===== src/design/mexp_pkg.sv =====
// ----------------------------------------------------------------------------
// mexp_pkg: shared constants for the modular exponentiation block
// Field widths of the channels and the default operand width.
// ----------------------------------------------------------------------------
package mexp_pkg;

  // width of every payload field and of the modulus register
  localparam int unsigned FIELD_W = 63;

  // default number of low operand bits used by the datapath
  localparam int unsigned OPERAND_BITS_DEF = 63;

endpackage


===== src/design/mexp_ifs.sv =====
// ----------------------------------------------------------------------------
// mexp channel interfaces
// Valid/ready channels for the operand words and the result words.
// ----------------------------------------------------------------------------
interface mexp_in_if
  import mexp_pkg::*;
();
  logic               valid;
  logic               ready;
  logic [FIELD_W-1:0] base;
  logic [FIELD_W-1:0] exponent;

  modport source(output valid, output base, output exponent, input ready);
  modport sink(input valid, input base, input exponent, output ready);
endinterface

interface mexp_out_if
  import mexp_pkg::*;
();
  logic               valid;
  logic               ready;
  logic [FIELD_W-1:0] power;

  modport source(output valid, output power, input ready);
  modport sink(input valid, input power, output ready);
endinterface


===== src/design/modular_exponentiation_double_add_top.sv =====
// ----------------------------------------------------------------------------
// modular_exponentiation_double_add_top: base^exponent mod modulus
// Right-to-left square-and-multiply over double-and-add modular products.
// ----------------------------------------------------------------------------
// One operand word at a time. The base is first reduced by restoring
// division, one bit per cycle. Then every exponent bit, scanned from the
// LSB, costs a decision step in ST_NEXT, a squaring and, when the bit is set,
// a multiplication; each product runs one multiplier bit per cycle and stops
// once the remaining multiplier bits are zero. The final squaring is skipped.
// The input is not ready from the accepted word until its result is taken.
// An exponent of zero gives 1; a modulus of zero acts as a modulus of one.
// ----------------------------------------------------------------------------
module modular_exponentiation_double_add_top
  import mexp_pkg::*;
#(
  parameter int unsigned OPERAND_BITS = OPERAND_BITS_DEF
) (
  input  logic               clk,
  input  logic               rst_n,
  input  logic               cfg_we,
  input  logic [FIELD_W-1:0] cfg_wdata,
  mexp_in_if.sink            in_if,
  mexp_out_if.source         out_if
);

  localparam int unsigned W  = OPERAND_BITS;
  localparam int unsigned CW = $clog2(W);

  typedef enum logic [5:0] {
    ST_IDLE   = 6'b000001,
    ST_REDUCE = 6'b000010,
    ST_NEXT   = 6'b000100,
    ST_MUL    = 6'b001000,
    ST_SQR    = 6'b010000,
    ST_DONE   = 6'b100000
  } state_t;

  state_t state_r, state_nxt;

  logic [FIELD_W-1:0] modulus_r;
  logic [W-1:0]       m_r, m_nxt;
  logic [W-1:0]       e_r, e_nxt;
  logic [W-1:0]       b_r, b_nxt;
  logic [W-1:0]       acc_r, acc_nxt;
  logic [W-1:0]       pacc_r, pacc_nxt;
  logic [W-1:0]       d_r, d_nxt;
  logic [W-1:0]       y_r, y_nxt;
  logic [CW-1:0]      cnt_r, cnt_nxt;

  logic [W-1:0] mod_in;

  // shared add-and-reduce datapath: port A adds, port B doubles
  logic [W-1:0] ua_x, ua_y;
  logic         ua_cin;
  logic [W:0]   ua_sum, ub_sum;
  logic [W-1:0] ua_res, ub_res;

  always_comb begin
    ua_sum = {1'b0, ua_x} + {1'b0, ua_y} + (W+1)'(ua_cin);
    if (ua_sum >= {1'b0, m_r}) begin
      ua_res = W'(ua_sum - {1'b0, m_r});
    end else begin
      ua_res = ua_sum[W-1:0];
    end
    ub_sum = {1'b0, d_r} + {1'b0, d_r};
    if (ub_sum >= {1'b0, m_r}) begin
      ub_res = W'(ub_sum - {1'b0, m_r});
    end else begin
      ub_res = ub_sum[W-1:0];
    end
  end

  assign mod_in = (modulus_r[W-1:0] == '0) ? W'(1) : modulus_r[W-1:0];

  always_comb begin
    ua_x = pacc_r;
    ua_y = d_r;
    ua_cin = 1'b0;
    if (state_r == ST_REDUCE) begin
      ua_y   = pacc_r;
      ua_cin = y_r[W-1];
    end
  end

  always_comb begin
    state_nxt = state_r;
    m_nxt     = m_r;
    e_nxt     = e_r;
    b_nxt     = b_r;
    acc_nxt   = acc_r;
    pacc_nxt  = pacc_r;
    d_nxt     = d_r;
    y_nxt     = y_r;
    cnt_nxt   = cnt_r;
    unique case (state_r)
      ST_IDLE: begin
        if (in_if.valid) begin
          m_nxt     = mod_in;
          e_nxt     = in_if.exponent[W-1:0];
          y_nxt     = in_if.base[W-1:0];
          acc_nxt   = W'(1);
          pacc_nxt  = '0;
          cnt_nxt   = CW'(W - 1);
          state_nxt = ST_REDUCE;
        end
      end
      ST_REDUCE: begin
        // shift in one base bit, keep the remainder below the modulus
        pacc_nxt = ua_res;
        y_nxt    = y_r << 1;
        cnt_nxt  = cnt_r - CW'(1);
        if (cnt_r == '0) begin
          b_nxt     = ua_res;
          state_nxt = ST_NEXT;
        end
      end
      ST_NEXT: begin
        pacc_nxt = '0;
        y_nxt    = b_r;
        if (e_r == '0) begin
          state_nxt = ST_DONE;
        end else if (e_r[0]) begin
          d_nxt     = acc_r;
          state_nxt = ST_MUL;
        end else begin
          d_nxt     = b_r;
          state_nxt = ST_SQR;
        end
      end
      ST_MUL, ST_SQR: begin
        if (y_r == '0) begin
          if (state_r == ST_MUL) begin
            acc_nxt = pacc_r;
            // drop the consumed bit; the square follows from ST_NEXT unless no bits remain
            e_nxt   = {e_r[W-1:1], 1'b0};
          end else begin
            b_nxt = pacc_r;
            e_nxt = e_r >> 1;
          end
          state_nxt = ST_NEXT;
        end else begin
          if (y_r[0]) begin
            pacc_nxt = ua_res;
          end
          d_nxt = ub_res;
          y_nxt = y_r >> 1;
        end
      end
      ST_DONE: begin
        if (out_if.ready) begin
          state_nxt = ST_IDLE;
        end
      end
      default: state_nxt = ST_IDLE;
    endcase
  end

  always_ff @(posedge clk) begin
    if (!rst_n) begin
      state_r   <= ST_IDLE;
      modulus_r <= FIELD_W'(1);
    end else begin
      state_r <= state_nxt;
      if (cfg_we) begin
        modulus_r <= cfg_wdata;
      end
    end
  end

  always_ff @(posedge clk) begin
    m_r    <= m_nxt;
    e_r    <= e_nxt;
    b_r    <= b_nxt;
    acc_r  <= acc_nxt;
    pacc_r <= pacc_nxt;
    d_r    <= d_nxt;
    y_r    <= y_nxt;
    cnt_r  <= cnt_nxt;
  end

  assign in_if.ready  = (state_r == ST_IDLE);
  assign out_if.valid = (state_r == ST_DONE);
  assign out_if.power = FIELD_W'(acc_r);

endmodule

===== src/flat_wrapper.sv =====
// flat-port wrapper written by rule: the top's interface ports become plain ports
module modular_exponentiation_double_add_top_flat import mexp_pkg::*;
#(
  parameter int unsigned OPERAND_BITS = OPERAND_BITS_DEF
)
  (clk, rst_n, cfg_we, cfg_wdata, in_if_valid, in_if_base, in_if_exponent, in_if_ready, out_if_valid, out_if_power, out_if_ready);
  mexp_in_if in_if_i ();
  mexp_out_if out_if_i ();
  input  logic clk;
  input  logic rst_n;
  input  logic cfg_we;
  input  logic [FIELD_W-1:0] cfg_wdata;
  input wire logic [$bits(in_if_i.valid)-1:0] in_if_valid;
  input wire logic [$bits(in_if_i.base)-1:0] in_if_base;
  input wire logic [$bits(in_if_i.exponent)-1:0] in_if_exponent;
  output wire logic [$bits(in_if_i.ready)-1:0] in_if_ready;
  output wire logic [$bits(out_if_i.valid)-1:0] out_if_valid;
  output wire logic [$bits(out_if_i.power)-1:0] out_if_power;
  input wire logic [$bits(out_if_i.ready)-1:0] out_if_ready;
  assign in_if_i.valid = in_if_valid;
  assign in_if_i.base = in_if_base;
  assign in_if_i.exponent = in_if_exponent;
  assign in_if_ready = in_if_i.ready;
  assign out_if_valid = out_if_i.valid;
  assign out_if_power = out_if_i.power;
  assign out_if_i.ready = out_if_ready;
  modular_exponentiation_double_add_top #(.OPERAND_BITS(OPERAND_BITS)) u_core (.clk(clk), .rst_n(rst_n), .cfg_we(cfg_we), .cfg_wdata(cfg_wdata), .in_if(in_if_i), .out_if(out_if_i));
endmodule

===== config.mk =====
export PLATFORM = sky130hd
export DESIGN_NAME = modular_exponentiation_double_add_top_flat
export DESIGN_NICKNAME = d
export VERILOG_FILES = /design/src/design/mexp_pkg.sv /design/src/design/mexp_ifs.sv /design/src/design/modular_exponentiation_double_add_top.sv /design/src/flat_wrapper.sv
export SDC_FILE = /design/constraint.sdc
export NUM_CORES = 1
export LEC_CHECK = 0
export BUFFER_PORTS_ARGS = -buffer_cell sky130_fd_sc_hd__buf_2
export CAP_MARGIN = 0
export CORE_MARGIN = 1.5
export CORE_UTILIZATION = 40
export DETAILED_ROUTE_END_ITERATION = 6
export PLACE_DENSITY_LB_ADDON = 0.2
export RECOVER_POWER = 50
export SLEW_MARGIN = 10
export SYNTH_ARGS = -nofsm -noshare
export SYNTH_HDL_FRONTEND = slang
export SYNTH_SLANG_ARGS = --single-unit

===== constraint.sdc =====
create_clock -name clk -period 7.4 [get_ports clk]
set_input_delay 0 -clock clk [delete_from_list [all_inputs] [get_ports clk]]
set_output_delay 0 -clock clk [all_outputs]
set_load 0.02 [all_outputs]

==> metrics.txt <==
status complete, but fails checks; violated checks design-rule violations, max-capacitance violations, max-slew violations; initial antenna violation count 4; Area after DPL 0.0388 sq mm; FF+latch count, synth 516; total length of routed wires 136000 um; full die area 0.0902 sq mm; fmax 0.139 GHz; element type at the critical path start flop; Die Span X 300 um; Power Internal 8.16 mW; Synth cell types 87; H-tree levels 2; global-route wire length before repair 198000 um; most used cell, CP buf_4; clock network power share 0.221; reg-to-reg slack, setup 0.22 ns; Routed WL per cell 24.4 um; synth cell count leaders 486 x nand2_1, 447 x edfxtp_1, 375 x a21oi_1, 317 x nor2_1, 233 x clkbuf_1; Inserted Diodes 0; Placeable Area 0.0872 sq mm; sequential share of power 0.288; top routing layer in use met4; post-layout util 0.492; PortBufs 258; hold worst-path end u_core.modulus_r[0]; CP endpoint kind flop; Rows 108; 1st-pass router iterations 7; Final Hold Viols 0; Max-Cap Viols 7; Routed Antenna Nets 0; Iter 0 DRT Violations 3679; Hold WC Path Type input pin to flop; FFs w/ async S/R, synth 0; Cells after Synth 3896; area taken by multi-input logic gates 0.0191 sq mm; overall power 13.7 mW; clk_skew 0.0288 ns; Post-DP HPWL 104000 um; CP Data Required Time 7.71 ns; Met2 Wirelength 56900 um; I/O pin count 259; Net Count, Synth 4284; post-layout min period 7.18 ns; worst vdd ir 0.000250 V; largest net degree at the start of global routing 100; Final nets 4760; worst r2r src u_core.state_r[2]; R2R Path End u_core.b_r[33]; Clock Path Buffers 3; Clock Pin Slew Worst Setup and Hold Paths 0.06 ns; total CTS buffers 59; Post-Syn Area 0.0353 sq mm; detailed-route via count 32500; DIE HEIGHT 300 um; synth-to-layout area growth 21.4%; Avg Inst Size Synth 9.07 sq um; worst skew pair latency 0.66 ns; GR Util All Layers 0.292; GRT Residual Overflow 0; count leader, synth nand2_1; CTS tree yes; Vias/cell 5.83; worst slew pin tran 3.87 ns; ys flop type edfxtp_1; critical hold path startpoint rst_n; routability cong. 0.990; logic gate share of total power 0.491; dominant cells by area after synthesis edfxtp_1 38%, ha_1 6.7%, a21oi_1 5.3%; Final setup viols 0; slowest CP cell a2111oi_2; hold path cells 3; Yosys top cell area share 0.380; Post-synth EDFFs 447; sequential element share of the synthesized area 0.419; leakage power 17.3 nW; Crit Path Class flop to flop; effective utilization at floorplan 0.406; FF+latch area 0.0148 sq mm; design area 0.0429 sq mm; TritonCTS Sinks 516; DR WL met3 12000 um; DRC Markers 19; worst relative slew slack -1.58; YS warnings 0; critical-path maximum fanout 17; M1 WL 64700 um; PwrDens 320 mW/mm^2; path depth of the worst reg2reg path 31; number of global-route vias before repair 30255; fraction of layout cells with a size suffix above 1 0.134; slowest stage delay, CP 0.45 ns; number of slew-limit violations in the final report 438; Sw Ratio 0.406; fill count 8348; Final Cycle Share 0.971; root buffer cell clkbuf_16; Worst Path Arrival 7.49 ns; Yosys top cell by area edfxtp_1; NetSw 5.57 mW
==> area by class of cell <==
| class | instances | area share |
|---|---|---|
| Clock buffer | 70 | 0.0373 |
| Clock inverter | 41 | 0.00927 |
| Sequential cell | 516 | 0.345 |
| Multi-Input combinational cell | 2976 | 0.446 |
| Tap cell | 1155 | 0.0337 |
| Timing Repair Buffer | 702 | 0.119 |
| Inverter | 117 | 0.0102 |
==> through the flow <==
step / worst slack, ns / setup TNS, ns / instances / hold slack (ns)
global placement: 0.00458 / 0 / 5258 / 0.255
finish: 0.217 / 0 / 5577 / 0.0136
CTS: 0.0850 / 0 / 5575 / 0.000591
global route: -0.0613 / -0.229 / 5577 / 0.0525
detailed placement: 0.0612 / 0 / 5258 / 0.262
floorplan: 0.254 / 0 / 3896 / 0.130
==> power groups by stage <==
stage          registers, mW  clock network, mW  logic [mW]
2_1_floorplan           3.91                  0        3.65
3_3_place_gp            3.99                  0        6.41
3_5_place_dp            4.00                  0        6.40
4_1_cts                 3.94               3.09        6.52
5_1_grt                 3.99               3.19        7.20
6_report                3.96               3.03        6.74
==> flip-flops by register name, indices dropped and copies added (netlist names), 63 cells and up <==
signal	count
u_core.d_r	63
u_core.b_r	63
u_core.pacc_r	63
u_core.out_if.power	63
u_core.m_r	63
u_core.modulus_r	63
u_core.y_r	63
u_core.e_r	63
==> logic make-up after synthesis <==
| family | Yosys count | synth area share |
|---|---|---|
| compound gates | 1151 | 0.209 |
| xor+xnor | 170 | 0.0426 |
| fa+ha+maj | 194 | 0.0695 |
| buf+inv | 404 | 0.0452 |
| flops | 516 | 0.419 |
| mux | 138 | 0.0392 |
| simple gates | 1323 | 0.175 |
==> per-layer routing <==
layer,track usage,vias to the layer above
li1,-,15225
met5,0,-
met2,0.429,1452
met1,0.454,15689
met4,0.0546,0
met3,0.0395,134
==> how the worst max path moves through the flow <==
| stage | startpoint | end | cells after the start |
|---|---|---|---|
| 6_report | u_core.state_r[2] | u_core.b_r[33] | 31 |
| 5_1_grt | u_core.state_r[3] | u_core.b_r[51] | 31 |
| 4_1_cts | u_core.state_r[2] | u_core.b_r[31] | 31 |
| 3_5_place_dp | u_core.state_r[2] | u_core.b_r[31] | 31 |
| 3_3_place_gp | u_core.state_r[3] | u_core.b_r[32] | 28 |
| 2_1_floorplan | u_core.state_r[5] | u_core.pacc_r[0] | 7 |
==> layout by cell type (no fill, tap or decap), types with 31 or more instances in the layout <==
| cell type | synthesis | final |
|---|---|---|
| a22oi_1 | 51 | 51 |
| o21ai_0 | 219 | 216 |
| xnor2_1 | 101 | 98 |
| nor4_1 | 57 | 56 |
| nor2_1 | 317 | 313 |
| a21oi_1 | 375 | 371 |
| a21o_1 | 90 | 90 |
| clkbuf_1 | 233 | 77 |
| edfxtp_1 | 447 | 447 |
| xor2_1 | 67 | 65 |
| nor2b_1 | 107 | 107 |
| nor3_1 | 58 | 58 |
| dlygate4sd3_1 | 0 | 206 |
| a22o_1 | 62 | 62 |
| nand4_1 | 70 | 70 |
| dfxtp_1 | 69 | 69 |
| inv_1 | 117 | 116 |
| nand2_1 | 486 | 485 |
| and2_1 | 81 | 49 |
| clkbuf_16 | 0 | 62 |
| buf_2 | 35 | 192 |
| buf_4 | 3 | 225 |
| nand2b_1 | 31 | 31 |
| a211oi_1 | 72 | 70 |
| o21bai_1 | 45 | 45 |
| and2_0 | 0 | 31 |
| a31oi_1 | 32 | 32 |
| nand3_1 | 43 | 42 |
| ha_1 | 190 | 189 |
| mux2i_1 | 135 | 135 |
==> repair_timing <==
action,4_1_cts,5_1_grt
pin swaps,0,3
gates resized for setup,1,24
endpoints found under the setup margin,4,111
hold buffers,206,0
buffers inserted,0,2
hold endpoints to repair,201,0
==> worst max-delay path: cells and delay by family (launching register included) <==
family                     cells  cell delay, ns
DFF                            1            0.36
xor gates and xnor gates       1            0.14
adders and majority gates      2            0.56
buffers and inverters          5            1.00
AOI/OAI and AO/OA             15            3.23
and+or+nand+nor                8            1.53
Note: power is estimated with default switching activity, not from simulation.
